--- src/rtl/core/gses_pkg.sv ---
package gses_pkg;

  // saturating tally width
  localparam int unsigned CNT_W = 17;

  localparam int unsigned CMD_W   = 2;
  localparam int unsigned IDX_W   = 5;
  localparam int unsigned COEF_W  = 16;
  localparam int unsigned FIRST_W = 5;
  localparam int unsigned END_W   = 6;
  localparam int unsigned CAND_W  = 16;

  localparam logic [CMD_W-1:0] CMD_LOAD    = 2'd0;
  localparam logic [CMD_W-1:0] CMD_TEST    = 2'd1;
  localparam logic [CMD_W-1:0] CMD_RESTART = 2'd2;

  localparam logic [END_W-1:0] END_ROW_RESET = 6'd32;

  // apb word index of each register
  localparam logic REG_FIRST_ROW = 1'b0;
  localparam logic REG_END_ROW   = 1'b1;

  typedef enum logic [2:0] {
    ST_IDLE = 3'b001,
    ST_SCAN = 3'b010,
    ST_DONE = 3'b100
  } state_e;

  typedef struct packed {
    logic load;
    logic restart;
    logic start;
    logic advance;
    logic fail;
    logic commit;
  } dp_cmd_t;

  typedef struct packed {
    logic empty_range;
    logic mismatch;
    logic last_row;
  } dp_status_t;

endpackage

--- src/rtl/core/gses_ctrl.sv ---
module gses_ctrl (
  input  logic                          clk_i,
  input  logic                          rst_ni,
  input  logic                          in_valid_i,
  output logic                          in_ready_o,
  input  logic [gses_pkg::CMD_W-1:0]    command_i,
  output logic                          out_valid_o,
  input  logic                          out_ready_i,
  output gses_pkg::dp_cmd_t             dp_cmd_o,
  input  gses_pkg::dp_status_t          dp_status_i
);

  gses_pkg::state_e state_q, state_d;
  logic             out_valid_q, out_valid_d;
  logic             in_fire;
  logic             slot_free;

  assign in_ready_o  = (state_q == gses_pkg::ST_IDLE);
  assign in_fire     = in_valid_i & in_ready_o;
  assign out_valid_o = out_valid_q;
  assign slot_free   = ~out_valid_q | out_ready_i;

  always_comb begin
    state_d  = state_q;
    dp_cmd_o = '0;
    unique case (state_q)
      gses_pkg::ST_IDLE: begin
        if (in_fire) begin
          case (command_i)
            gses_pkg::CMD_LOAD:    dp_cmd_o.load = 1'b1;
            gses_pkg::CMD_RESTART: dp_cmd_o.restart = 1'b1;
            gses_pkg::CMD_TEST: begin
              dp_cmd_o.start = 1'b1;
              state_d = dp_status_i.empty_range ? gses_pkg::ST_DONE : gses_pkg::ST_SCAN;
            end
            default: ;
          endcase
        end
      end
      gses_pkg::ST_SCAN: begin
        // row data for the current pointer is valid here
        if (dp_status_i.mismatch) begin
          dp_cmd_o.fail = 1'b1;
          state_d = gses_pkg::ST_DONE;
        end else if (dp_status_i.last_row) begin
          state_d = gses_pkg::ST_DONE;
        end else begin
          dp_cmd_o.advance = 1'b1;
        end
      end
      gses_pkg::ST_DONE: begin
        if (slot_free) begin
          dp_cmd_o.commit = 1'b1;
          state_d = gses_pkg::ST_IDLE;
        end
      end
      default: state_d = gses_pkg::ST_IDLE;
    endcase
  end

  always_comb begin
    out_valid_d = out_valid_q;
    if (dp_cmd_o.commit) begin
      out_valid_d = 1'b1;
    end else if (out_ready_i) begin
      out_valid_d = 1'b0;
    end
  end

  always_ff @(posedge clk_i or negedge rst_ni) begin
    if (!rst_ni) begin
      state_q     <= gses_pkg::ST_IDLE;
      out_valid_q <= 1'b0;
    end else begin
      state_q     <= state_d;
      out_valid_q <= out_valid_d;
    end
  end

endmodule

--- src/rtl/core/gses_dp.sv ---
module gses_dp #(
  parameter int unsigned NUM_VARS = 16,
  parameter int unsigned MAX_ROWS = 32
) (
  input  logic                             clk_i,
  input  logic                             rst_ni,
  input  gses_pkg::dp_cmd_t                dp_cmd_i,
  output gses_pkg::dp_status_t             dp_status_o,
  input  logic [gses_pkg::IDX_W-1:0]       row_index_i,
  input  logic [gses_pkg::COEF_W-1:0]      row_coefficients_i,
  input  logic                             row_rhs_i,
  input  logic [gses_pkg::FIRST_W-1:0]     first_row_i,
  input  logic [gses_pkg::END_W-1:0]       end_row_i,
  output logic [gses_pkg::CAND_W-1:0]      candidate_o,
  output logic                             satisfied_o,
  output logic [gses_pkg::CNT_W-1:0]       solution_count_o,
  output logic [gses_pkg::CNT_W-1:0]       failure_count_o,
  output logic                             sweep_last_o
);

  localparam int unsigned ROW_W  = (MAX_ROWS > 1) ? $clog2(MAX_ROWS) : 1;
  localparam int unsigned CLOG_R = $clog2(MAX_ROWS + 1);
  localparam int unsigned CMP_W  = (CLOG_R > gses_pkg::END_W) ? CLOG_R : gses_pkg::END_W;
  localparam int unsigned CNT_W  = gses_pkg::CNT_W;
  localparam int unsigned COEF_W = gses_pkg::COEF_W;

  logic [COEF_W-1:0] coef_mem [MAX_ROWS];
  logic              rhs_mem  [MAX_ROWS];
  logic [COEF_W-1:0] coef_q;
  logic              rhs_q;

  logic [NUM_VARS-1:0] cand_q, cand_d;
  logic [CNT_W-1:0]    sol_q, sol_d, fail_q, fail_d;
  logic [CMP_W-1:0]    ptr_q, ptr_d;
  logic                ok_q, ok_d;

  logic [gses_pkg::CAND_W-1:0] out_cand_q;
  logic                        out_sat_q, out_last_q;
  logic [CNT_W-1:0]            out_sol_q, out_fail_q;

  logic [CMP_W-1:0]  end_ext, last_row, first_ext, ptr_inc;
  logic [ROW_W-1:0]  rd_addr, wr_addr;
  logic              rd_en, wr_en;
  logic [COEF_W-1:0] cand_view;

  // low bits of the candidate as seen by a coefficient row
  for (genvar k = 0; k < COEF_W; k++) begin : g_view
    if (k < NUM_VARS) begin : g_bit
      assign cand_view[k] = cand_q[k];
    end else begin : g_zero
      assign cand_view[k] = 1'b0;
    end
  end

  assign end_ext   = CMP_W'(end_row_i);
  assign last_row  = (end_ext > CMP_W'(MAX_ROWS)) ? CMP_W'(MAX_ROWS) : end_ext;
  assign first_ext = CMP_W'(first_row_i);
  assign ptr_inc   = ptr_q + CMP_W'(1);

  assign dp_status_o.empty_range = (first_ext >= last_row);
  assign dp_status_o.mismatch    = (^(coef_q & cand_view)) ^ rhs_q;
  assign dp_status_o.last_row    = (ptr_inc >= last_row);

  assign wr_en   = dp_cmd_i.load & (CMP_W'(row_index_i) < CMP_W'(MAX_ROWS));
  assign wr_addr = ROW_W'(row_index_i);
  assign rd_en   = dp_cmd_i.start | dp_cmd_i.advance;
  assign rd_addr = dp_cmd_i.start ? ROW_W'(first_ext) : ROW_W'(ptr_inc);

  always_ff @(posedge clk_i) begin
    if (wr_en) begin
      coef_mem[wr_addr] <= row_coefficients_i;
      rhs_mem[wr_addr]  <= row_rhs_i;
    end
  end

  always_ff @(posedge clk_i) begin
    if (rd_en) begin
      coef_q <= coef_mem[rd_addr];
      rhs_q  <= rhs_mem[rd_addr];
    end
  end

  always_comb begin
    cand_d = cand_q;
    sol_d  = sol_q;
    fail_d = fail_q;
    ptr_d  = ptr_q;
    ok_d   = ok_q;
    if (dp_cmd_i.restart) begin
      cand_d = '0;
      sol_d  = '0;
      fail_d = '0;
    end
    if (dp_cmd_i.start) begin
      cand_d = cand_q + NUM_VARS'(1);
      ptr_d  = first_ext;
      ok_d   = 1'b1;
    end
    if (dp_cmd_i.advance) begin
      ptr_d = ptr_inc;
    end
    if (dp_cmd_i.fail) begin
      ok_d = 1'b0;
    end
    if (dp_cmd_i.commit) begin
      if (ok_q) begin
        sol_d = (sol_q == '1) ? sol_q : sol_q + CNT_W'(1);
      end else begin
        fail_d = (fail_q == '1) ? fail_q : fail_q + CNT_W'(1);
      end
    end
  end

  always_ff @(posedge clk_i or negedge rst_ni) begin
    if (!rst_ni) begin
      cand_q <= '0;
      sol_q  <= '0;
      fail_q <= '0;
    end else begin
      cand_q <= cand_d;
      sol_q  <= sol_d;
      fail_q <= fail_d;
    end
  end

  always_ff @(posedge clk_i) begin
    ptr_q <= ptr_d;
    ok_q  <= ok_d;
    if (dp_cmd_i.commit) begin
      out_cand_q <= cand_view;
      out_sat_q  <= ok_q;
      out_sol_q  <= sol_d;
      out_fail_q <= fail_d;
      out_last_q <= (cand_q == '0);
    end
  end

  assign candidate_o      = out_cand_q;
  assign satisfied_o      = out_sat_q;
  assign solution_count_o = out_sol_q;
  assign failure_count_o  = out_fail_q;
  assign sweep_last_o     = out_last_q;

endmodule

--- src/rtl/core/gf2_exhaustive_solution_search_core.sv ---
// Brute-force GF(2) solver: load rows (command 0) into a table, restart (command 2) to clear
// the candidate and tallies, and each test (command 1) bumps the candidate and checks rows
// first_row .. end_row-1 in order (end_row capped at MAX_ROWS), stopping at the first row whose
// parity disagrees with its right-hand bit; only test commands produce an output transaction.
// The equation table has a single read port and is scanned one row per cycle. One item is
// processed at a time, but a new item is taken while a finished result waits in the output
// register.
// Configure first_row (addr 0) and end_row (addr 4) over apb only while the block is idle.
module gf2_exhaustive_solution_search_core #(
  parameter int unsigned NUM_VARS = 16,
  parameter int unsigned MAX_ROWS = 32
) (
  input  logic                             clk_i,
  input  logic                             rst_ni,
  input  logic                             psel,
  input  logic                             penable,
  input  logic                             pwrite,
  input  logic [2:0]                       paddr,
  input  logic [31:0]                      pwdata,
  output logic [31:0]                      prdata,
  output logic                             pready,
  input  logic                             in_valid_i,
  output logic                             in_ready_o,
  input  logic [gses_pkg::CMD_W-1:0]       command_i,
  input  logic [gses_pkg::IDX_W-1:0]       row_index_i,
  input  logic [gses_pkg::COEF_W-1:0]      row_coefficients_i,
  input  logic                             row_rhs_i,
  output logic                             out_valid_o,
  input  logic                             out_ready_i,
  output logic [gses_pkg::CAND_W-1:0]      candidate_o,
  output logic                             satisfied_o,
  output logic [gses_pkg::CNT_W-1:0]       solution_count_o,
  output logic [gses_pkg::CNT_W-1:0]       failure_count_o,
  output logic                             sweep_last_o
);

  logic [gses_pkg::FIRST_W-1:0] first_row_q;
  logic [gses_pkg::END_W-1:0]   end_row_q;
  logic                         cfg_write;

  gses_pkg::dp_cmd_t    dp_cmd;
  gses_pkg::dp_status_t dp_status;

  assign pready    = 1'b1;
  assign cfg_write = psel & penable & pwrite & pready;

  always_ff @(posedge clk_i or negedge rst_ni) begin
    if (!rst_ni) begin
      first_row_q <= '0;
      end_row_q   <= gses_pkg::END_ROW_RESET;
    end else if (cfg_write) begin
      unique case (paddr[2])
        gses_pkg::REG_FIRST_ROW: first_row_q <= pwdata[gses_pkg::FIRST_W-1:0];
        gses_pkg::REG_END_ROW:   end_row_q   <= pwdata[gses_pkg::END_W-1:0];
        default: ;
      endcase
    end
  end

  always_comb begin
    unique case (paddr[2])
      gses_pkg::REG_FIRST_ROW: prdata = 32'(first_row_q);
      gses_pkg::REG_END_ROW:   prdata = 32'(end_row_q);
      default:                 prdata = '0;
    endcase
  end

  gses_ctrl u_ctrl (
    .clk_i       (clk_i),
    .rst_ni      (rst_ni),
    .in_valid_i  (in_valid_i),
    .in_ready_o  (in_ready_o),
    .command_i   (command_i),
    .out_valid_o (out_valid_o),
    .out_ready_i (out_ready_i),
    .dp_cmd_o    (dp_cmd),
    .dp_status_i (dp_status)
  );

  gses_dp #(
    .NUM_VARS (NUM_VARS),
    .MAX_ROWS (MAX_ROWS)
  ) u_dp (
    .clk_i              (clk_i),
    .rst_ni             (rst_ni),
    .dp_cmd_i           (dp_cmd),
    .dp_status_o        (dp_status),
    .row_index_i        (row_index_i),
    .row_coefficients_i (row_coefficients_i),
    .row_rhs_i          (row_rhs_i),
    .first_row_i        (first_row_q),
    .end_row_i          (end_row_q),
    .candidate_o        (candidate_o),
    .satisfied_o        (satisfied_o),
    .solution_count_o   (solution_count_o),
    .failure_count_o    (failure_count_o),
    .sweep_last_o       (sweep_last_o)
  );

endmodule
--- config.mk ---
export PLATFORM = sky130hd
export DESIGN_NAME = gf2_exhaustive_solution_search_core
export DESIGN_NICKNAME = d
export VERILOG_FILES = /design/src/rtl/core/gses_pkg.sv /design/src/rtl/core/gses_ctrl.sv /design/src/rtl/core/gses_dp.sv /design/src/rtl/core/gf2_exhaustive_solution_search_core.sv
export SDC_FILE = /design/constraint.sdc
export NUM_CORES = 1
export LEC_CHECK = 0
export BUFFER_PORTS_ARGS = -buffer_cell sky130_fd_sc_hd__buf_2
export CORE_UTILIZATION = 25
export DETAILED_ROUTE_END_ITERATION = 8
export SKIP_LAST_GASP = 1
export SYNTH_ARGS = -nofsm -noshare
export SYNTH_HDL_FRONTEND = slang
export SYNTH_SLANG_ARGS = --single-unit
--- constraint.sdc ---
create_clock -name clk_i -period 3.3 [get_ports clk_i]
set_input_delay 0.33 -clock clk_i [delete_from_list [all_inputs] [get_ports clk_i]]
set_output_delay 0.33 -clock clk_i [all_outputs]
set_load 0.005 [all_outputs]
======== After elaboration in Yosys (flattened, before gate mapping) ========
Memories as Yosys holds them, arrays and structs flattened. A register that Yosys moved wholly into a read port is not among the register bits.
Index checks and enable logic that the tools add are counted.
cells by class
  order comparisons ....................... 3
  muxes and demuxes ....................... 37
  reductions and logical operators ........ 9
  add/sub/neg operators ................... 4
  equal/unequal tests ..................... 11
  bitwise gates (word level) .............. 9
operators with widths
  kind                   count
  $mux 17                8
  $pmux 32 s2            1
  $add 17x1->17 const B  2
  $eq 17x17->1 const B   2
  $mux 16                2
  $mux 3                 8
  $mux 6                 3
  $add 16x1->16 const B  1
  $and 16x16->16         1
  $logic_not 16->1       1
  $reduce_xor 16->1      1
  $mux 1                 12
  $pmux 3 s3             1
  $add 6x1->6 const B    1
  $ge 5x6->1             1
  $ge 6x6->1             1
  $gt 6x6->1 const B     1
  $reduce_bool 2->1      3
  $mux 5                 1
  $ne 2x2->1 const B     2
  $reduce_and 2->1       2
  $reduce_and 4->1       1
  $and 1x1->1            3
  $eq 3x1->1 const B     1
  11 further kinds       13
storage, ports and cells
  register bits ........................... 124
  output and inout bits ................... 87
  logic and storage cells ................. 89
  input bits .............................. 66
  bits in writable memories ............... 544
  memories ................................ 2
memory list
  memory         depth  bits a word  read ports  clocked after memory_dff  wr ports  line           source
  u_dp.coef_mem  32     16           1           1                         1         gses_dp.sv:27  logic [COEF_W-1:0] coef_mem [MAX_ROWS];
  u_dp.rhs_mem   32     1            1           1                         1         gses_dp.sv:28  logic rhs_mem [MAX_ROWS];

======== Longest topological paths before layout ========
Gate-level depths: netlist of run 1.
  depth after elaboration ................. 7
  depth in mapped cells ................... 11
  gate-level depth less buffers ........... 9

======== Modules after synthesis ========
From an unflattened synthesis of run 1, not the netlist that was laid out.
second synthesis, totals
  cell total of the unflattened synthesis .. 1994
  area total of the unflattened synthesis .. 28877.7 um^2
by module, submodules not included
  module                               sequential area each (um^2)  times used  cells an instance  area each (um^2)
  gses_dp                              19859.0                      1           1907               27871.7
  gf2_exhaustive_solution_search_core  276.5                        1           60                 720.7
  gses_ctrl                            101.3                        1           27                 285.3

======== Worst setup path after synthesis of run 1 ========
OpenSTA, ideal clock, no wires.
  path type ............................... reg2reg
  from .................................... register u_ctrl.state_q[1]
  to ...................................... register u_dp.out_fail_q[13], in the netlist u_dp.failure_count_o[13] (data pin)
  data arrival time ....................... 3.048 ns
  buffers on the path ..................... 1
  setup slack ............................. -0.014 ns
  data required time ...................... 3.034 ns
  clock period less this slack ............ 3.314 ns
  setup time .............................. 0.266 ns
  stages on the path, launching flop included .. 6
  cell sequence ........................... dfrtp_1 > or3b_1 > nor2_1 > clkbuf_1 > nand2_1 > a32o_1
RTL lines
  item                    line             source
  start, declared         gses_ctrl.sv:13  gses_pkg::state_e state_q, state_d;
  start signal, assigned  gses_ctrl.sv:72  state_q <= gses_pkg::ST_IDLE;
  start signal, assigned  gses_ctrl.sv:75  state_q <= state_d;
  end signal, assigned    gses_dp.sv:133   out_fail_q <= fail_d;
  end, declared           gses_dp.sv:39    logic [CNT_W-1:0] out_sol_q, out_fail_q;

======== Worst setup path in the final report of run 1 ========
  from .................................... register u_ctrl.state_q[0]
  to ...................................... register u_dp.coef_q[12], read port of u_dp.coef_mem (data pin)
on the way
  longest elaborated chain between the ends .. 5
  elaborated cells between the ends (all ways) .. 8
  those cells by class .................... eq/ne (2); mux (4); bitwise (2)
ends and longest elaborated chain
  item                                  line                              source
  $eq 3x1->1                            gses_ctrl.sv:18, gses_ctrl.sv:26
  $and 1x1->1                           gses_ctrl.sv:19                   assign in_fire = in_valid_i & in_ready_o;
  $mux 3                                gses_ctrl.sv:28                   if (in_fire) begin
  $mux 3                                gses_ctrl.sv:26                   unique case (state_q)
  $mux 5 or $or 1x1->1 (tied branches)  gses_dp.sv:67, gses_dp.sv:66
  end, declared                         gses_dp.sv:29                     logic [COEF_W-1:0] coef_q;
Several ways; a longest one is shown, not always the timed one.
A chain may end at the register's enable or synchronous reset.

==> results.sh, run 1 <==
export IMPL_netlist_area_leader_share_pct=67.66
export IMPL_port_buffers=97
export IMPL_r2r_end="u_dp.coef_q[12]$_DFFE_PP_"
export IMPL_synth_ff_type="edfxtp_1"
export IMPL_syn_avg_cell_area_um2=16.19
export IMPL_cp_start_kind="flop"
export IMPL_gr_usage_all_layers_pct=11.67
export IMPL_drt_antenna_violating_nets=0
export IMPL_finalHoldViolCount=0
export IMPL_hold_path_end="u_ctrl.out_valid_o$_DFFE_PN0P_"
export IMPL_final_cell_count_no_fill=3366
export IMPL_yosysUniqueCellTypes=71
export IMPL_numPlacedInstances=3230
export IMPL_r2r_cells=11
export IMPL_final_core_util_pct=30.16
export IMPL_async_flop_share_pct=9.489
export IMPL_fin_setup_tns_ns=0
export IMPL_regArea_um2=20240
export IMPL_clock_latency_ns=0.62
export IMPL_grt_pass1_wl_um=98260
export IMPL_crit_type="reg2reg"
export IMPL_die_h_um=333.5
export IMPL_htreeDepth=3
export IMPL_status="finished clean"
export IMPL_synth_seq_area_share_pct=73.66
export IMPL_rows=121
export IMPL_p_leak_nw=10.95
export IMPL_ir_worst_vdd_mv=0.4022
export IMPL_finalSetupViolCount=0
export IMPL_grt_pass1_vias=15510
export IMPL_antenna_cells=0
export IMPL_yosys_area_top_type="edfxtp_1"
export IMPL_wire_per_inst_um=19.41
export IMPL_fillCellCount=10480
export IMPL_syn_area_um2=27470
export IMPL_cts_sinks=685
export IMPL_fmax_mhz=311.3
export IMPL_drt_iter0_drc=1407
export IMPL_core_area_um2=108900
export IMPL_cts_root_buffer="clkbuf_16"
export IMPL_synth_most_common_cell="edfxtp_1"
export IMPL_p_total_mw=19.63
export IMPL_dieArea_um2=111200
export IMPL_num_vias=15470
export IMPL_area_growth_pct=19.52
export IMPL_place_congestion=0.8141
export IMPL_synth_commonest_cells="edfxtp_1, nand2_1, mux2i_1, mux4_2, nor2_1"
export IMPL_rsz0062_at_grt="no"
export IMPL_reg2reg_slack_ns=0.09
export IMPL_crit_path_end_kind="flop"
export IMPL_drc=0
export IMPL_powerDensity_nw_per_um2=597.9
export IMPL_drv_cap=0
export IMPL_min_from="out_ready_i"
export IMPL_tightestPinTransition_ns=0.9634
export IMPL_finClkSkew_ns=0.01830
export IMPL_cp_data_arrival_time_ns=3.58
export IMPL_layout_setup_ws_ns=0.08729
export IMPL_worstReg2RegStart="u_ctrl.state_q[0]$_DFFE_PN1P_"
export IMPL_firstDrtPassIters=5
export IMPL_start_util_pct=25.24
export IMPL_ys_seq_elements=685
export IMPL_dieWidth_um=333.5
export IMPL_clock_path_buffers=3
export IMPL_place_ws_ns=-0.06843
export IMPL_final_max_slew_viol_count=0
export IMPL_grt_max_degree=62
export IMPL_dp_hpwl_um=41020
export IMPL_ys_warn_count=0
export IMPL_numCtsBuffers=70
export IMPL_drive_gt1_share_pct=21.00
export IMPL_cts_tree="done"
export IMPL_antenna_found_initial=10
export IMPL_cp_startpoint="u_ctrl.state_q[0]$_DFFE_PN1P_"
export IMPL_post_route_period_util_pct=97.35
export IMPL_hold_class="in2reg"
export IMPL_nNetsFinal=1980
export IMPL_synth_cells=1697
export IMPL_critPathRequiredTime_ns=3.67
export IMPL_vias_per_cell=4.596
export IMPL_overflow=0
export IMPL_synth_edf_count=619
export IMPL_multi_input_area_um2=6761
export IMPL_slew_limit_headroom_pct=35.78
export IMPL_clkTransAtPathRegs_ns=0.06
export IMPL_ys_top_cells_by_area="edfxtp_1, dfrtp_1, mux4_2"
export IMPL_holdPathStages=3
export IMPL_fin_crit_ns=3.213
export IMPL_ios=153
export IMPL_path_max_fanout=20
export IMPL_wl_um=65330
## layout make-up
class / count / area share, %
Clock buffer: 86 / 5.518
Tap cell: 1414 / 5.388
Inverter: 9 / 0.1181
Sequential cell: 685 / 61.63
Multi-Input combinational cell: 923 / 20.59
Clock inverter: 40 / 1.402
Timing Repair Buffer: 209 / 5.350
## repair_timing
action	4_1_cts	5_1_grt
buffers inserted	0	3
resized for setup	2	0
endpoints found under the hold margin	44	0
setup endpoints to repair	1	2
hold buffers	7	0
## critical path, stage by stage (launching register included)
cell      delay [ns]
dfstp_2         0.55
or3b_4          0.45
clkinv_4        0.09
nand3_1         0.18
and2_2          0.41
buf_12          0.24
buf_4           0.18
nand2_1         0.06
a21oi_1         0.06
nor4_1          0.42
a22oi_1         0.15
buf_4           0.16
## power by group
group	switching, mW	internal, mW	total (mW)
Combinational	1.17	0.872	2.05
Clock	3.29	4.57	7.86
Sequential	0.127	9.60	9.72
Total	4.59	15.0	19.6
## stage by stage
| stage | instance area, um^2 | hold WS (ns) |
|---|---|---|
| final | 32840 | 0.09853 |
| after global routing | 32840 | 0.08920 |
| after CTS | 32790 | 0.06758 |
| after detailed placement | 30440 | 0.4969 |
| after global placement | 30440 | 0.4885 |
| after floorplan | 27570 | 0.03441 |
## worst max-delay path by stage
stage	to	slack (ns)
detailed placement	u_dp.coef_q[14]$_DFFE_PP_	-0.07
global route	u_dp.coef_q[0]$_DFFE_PP_	0.01
CTS	u_dp.coef_q[10]$_DFFE_PP_	0.04
global placement	u_dp.coef_q[14]$_DFFE_PP_	0.1
floorplan	u_dp.coef_q[0]$_DFFE_PP_	0.07
finish	u_dp.coef_q[12]$_DFFE_PP_	0.09
## per-layer routing
layer | share of wire [%] | global-route usage (%) | routed length (um) | vias to the layer above
met5 | 0.14 | 0 | 94 | -
met4 | 2.1 | 2.824 | 1375 | 16
met3 | 7.9 | 3.209 | 5192 | 108
met2 | 46 | 18.35 | 30120 | 549
met1 | 44 | 15.89 | 28550 | 7864
li1 | - | - | - | 6934
## sequential cells by signal (all words and copies together), names as in the netlist, 16 cells and up
register and count:
u_dp.fail_q 17, u_dp.coef_q 16, u_dp.rhs_mem 32, u_dp.coef_mem 512
u_dp.cand_q 16, u_dp.failure_count_o 17, u_dp.solution_count_o 17, u_dp.candidate_o 16
u_dp.sol_q 17
## layout by cell type (no fill, tap or decap), types with 8 or more instances in the layout
cell type and count:
nand2_1 260, buf_12 33, mux4_2 68, o31ai_1 9, nand4_1 13, nor4_1 21
nor2_1 64, a21oi_1 62, clkinv_2 9, ha_1 16, dfrtp_1 63, a22oi_1 51
xnor2_1 13, mux2_2 14, mux2i_1 72, clkinv_1 12, nand2b_1 11, o21ai_0 46
edfxtp_1 619, buf_4 72, clkbuf_16 70, conb_1 27, a21boi_1 17, clkbuf_1 16
o22ai_1 17, nand3_1 38, buf_2 97, inv_1 8, bufinv_16 8, a2111oi_1 12
## logic make-up after synthesis
| kind of cell | Yosys count | synth area share [%] |
|---|---|---|
| AO/OA/AOI/OAI | 244 | 6.057 |
| AND/OR/NAND/NOR | 456 | 7.424 |
| buffers and inverters | 114 | 2.355 |
| XOR/XNOR | 21 | 0.7196 |
| other | 2 | 0.02734 |
| flip-flops | 685 | 73.66 |
| multiplexers | 159 | 9.027 |
| adder cells (fa/ha/maj) | 16 | 0.7287 |
Power figures use the tool's default switching activity.
==> run 2: changes to the inputs <==
==> constraint.sdc (replaced) <==
create_clock -name clk_i -period 3.3 [get_ports clk_i]
set_input_delay 0.165 -clock clk_i [delete_from_list [all_inputs] [get_ports clk_i]]
set_output_delay 0.165 -clock clk_i [all_outputs]
set_load 0.005 [all_outputs]
==> run 2 against run 1 <==
Net effect:
- worst hold slack got worse by 0.025 ns
- clock power barely moved
- wire length fell by 1.3%
- worst setup slack improved by 0.057 ns
- via count fell by 1.0%
- highest routed layer unchanged
- design area fell by 0.59%
- clock-buffer cell count fell by 1
==> results.sh, run 2 (same netlist as run 1, synthesis figures left out) <==
export IMPL_status="finished clean"
export IMPL_area_growth_pct=18.82
export IMPL_final_common_cell="edfxtp_1"
export IMPL_grt_max_degree=66
export IMPL_drive_gt1_share_pct=20.54
export IMPL_placed_area_um2=30310
export IMPL_post_cts_buffers=0
export IMPL_grt_pass1_vias=15040
export IMPL_vias_per_cell=4.568
export IMPL_critPathRequiredTime_ns=3.62
export IMPL_dp_hpwl_um=40570
export IMPL_crit_type="reg2reg"
export IMPL_cp_data_arrival_time_ns=3.48
export IMPL_rows=121
export IMPL_final_max_slew_viol_count=0
export IMPL_finalHoldViolCount=0
export IMPL_final_cell_mix="edfxtp_1, nand2_1, buf_2"
export IMPL_grt_pass1_wl_um=95490
export IMPL_clock_latency_ns=0.61
export IMPL_switching_share_pct=23.30
export IMPL_tightestPinTransition_ns=1.020
export IMPL_crit_top_cell="a22oi_1"
export IMPL_htreeDepth=3
export IMPL_clock_path_buffers=3
export IMPL_finalSetupViolCount=0
export IMPL_port_buffers=97
export IMPL_post_route_period_util_pct=95.62
export IMPL_numCtsBuffers=70
export IMPL_antenna_cells=0
export IMPL_p_leak_nw=10.85
export IMPL_slew_limit_headroom_pct=31.40
export IMPL_drc=0
export IMPL_cts_root_buffer="clkbuf_16"
export IMPL_dieWidth_um=333.5
export IMPL_clkTransAtPathRegs_ns=0.06
export IMPL_p_int_mw=14.96
export IMPL_wl_um=64500
export IMPL_cts_sinks=685
export IMPL_dieArea_um2=111200
export IMPL_fmax_mhz=316.9
export IMPL_drv_cap=0
export IMPL_crit_path_cell_trace="or3b_4 > clkinv_4 > nand3_1 > nand2_8 > buf_12 > mux4_2 > a22oi_1 > a22oi_1"
export IMPL_largest_register_ffs=512
export IMPL_finClkSkew_ns=0.02555
export IMPL_pwr_share_clk_pct=40.2
export IMPL_hold_class="in2reg"
export IMPL_fin_area_um2=32640
export IMPL_drt_iter0_drc=1220
export IMPL_nNetsFinal=1968
export IMPL_powerDensity_nw_per_um2=597.6
export IMPL_fin_crit_ns=3.156
export IMPL_num_vias=15310
export IMPL_die_h_um=333.5
export IMPL_p_comb_share_pct=10.0
export IMPL_firstDrtPassIters=5
export IMPL_path_max_fanout=24
export IMPL_cp_slowest_stage_delay_ns=0.54
export IMPL_ir_worst_vdd_mv=0.3211
export IMPL_gr_usage_all_layers_pct=11.36
export IMPL_final_core_util_pct=29.99
export IMPL_place_congestion=0.8257
export IMPL_cts_tree="done"
export IMPL_cts_resized=0
export IMPL_ios=153
export IMPL_overflow=0
export IMPL_top_regs="u_dp.coef_mem x512, u_dp.rhs_mem x32"
export IMPL_fillCellCount=10550
export IMPL_fin_setup_tns_ns=0
export IMPL_wire_per_inst_um=19.24
export IMPL_power_switching_mw=4.546
export IMPL_rsz0062_at_grt="no"
export IMPL_largest_register="u_dp.coef_mem"
export IMPL_postCtsHoldBufs=8
export IMPL_drt_antenna_violating_nets=0
export IMPL_crit_path_end_kind="flop"
export IMPL_core_area_um2=108900
export IMPL_cp_start_kind="flop"
export IMPL_start_util_pct=25.24
export IMPL_cp_slowest_cell="dfstp_2"
export IMPL_antenna_found_initial=8
export IMPL_power_frac_seq_pct=49.8
-- run 2: per-stage QoR --
| step | std cells | power, mW | setup slack [ns] | hold slack (ns) |
|---|---|---|---|---|
| 6_report | 3352 | 19.51 | 0.1444 | 0.07337 |
| 5_1_grt | 3352 | 20.16 | 0.04566 | 0.05751 |
| 4_1_cts | 3352 | 19.70 | 0.1450 | 0.04198 |
| 3_5_place_dp | 3220 | 11.86 | 0.1801 | 0.4153 |
| 3_3_place_gp | 3220 | 11.81 | 0.2120 | 0.4012 |
| 2_1_floorplan | 1722 | 11.09 | 0.07078 | -0.1306 |
-- run 2: critical path, delay by kind of cell, from the launching register on --
family          cells  cell delay (ns)
compound gates      2             0.58
buf+inv             2             0.34
simple gates        3             0.85
flops               1             0.54
mux                 1             0.53
-- run 2: final timing paths --
check	start	to	slack, ns	cells past startpoint
min in group asynchronous	rst_ni	u_dp.fail_q[11]$_DFF_PN0_	0.33	3
setup reg to reg	u_ctrl.state_q[0]$_DFFE_PN1P_	u_dp.rhs_q$_DFFE_PP_	0.14	8
setup / recovery	u_ctrl.state_q[0]$_DFFE_PN1P_	u_dp.rhs_q$_DFFE_PP_	0.14	8
hold reg to reg	u_dp.fail_q[10]$_DFF_PN0_	u_dp.fail_q[10]$_DFF_PN0_	0.52	1
hold / removal	row_coefficients_i[14]	u_dp.coef_mem[6][14]$_DFFE_PP_	0.07	1
max in group asynchronous	rst_ni	first_row_q[0]$_DFFE_PN0P_	2.38	3
-- run 2: power by group through the flow --
stage | clock network, mW | logic [mW] | registers, mW
floorplan | 0 | 1.25 | 9.84
global placement | 0 | 1.91 | 9.90
detailed placement | 0 | 1.95 | 9.90
CTS | 8.01 | 1.97 | 9.72
global route | 8.31 | 2.12 | 9.73
finish | 7.84 | 1.95 | 9.72
-- run 2: cell type report --
class                      count  area, um^2  share of cell area (%)
sequential                   685       20240                   62.00
tap                         1414        1769                   5.420
multi-input combinational    923        6755                   20.69
clock inverter                39       440.4                   1.349
inverter                       9       38.79                  0.1188
clock buffer                  85        1808                   5.539
timing repair buffer         197        1594                   4.883
-- run 2: metal layers --
| layer | global-route usage [%] | share of wire, % |
|---|---|---|
| met5 | 0 | 0.13 |
| met4 | 2.520 | 1.9 |
| met3 | 3.128 | 7.7 |
| met2 | 17.98 | 46 |
| met1 | 15.44 | 44 |
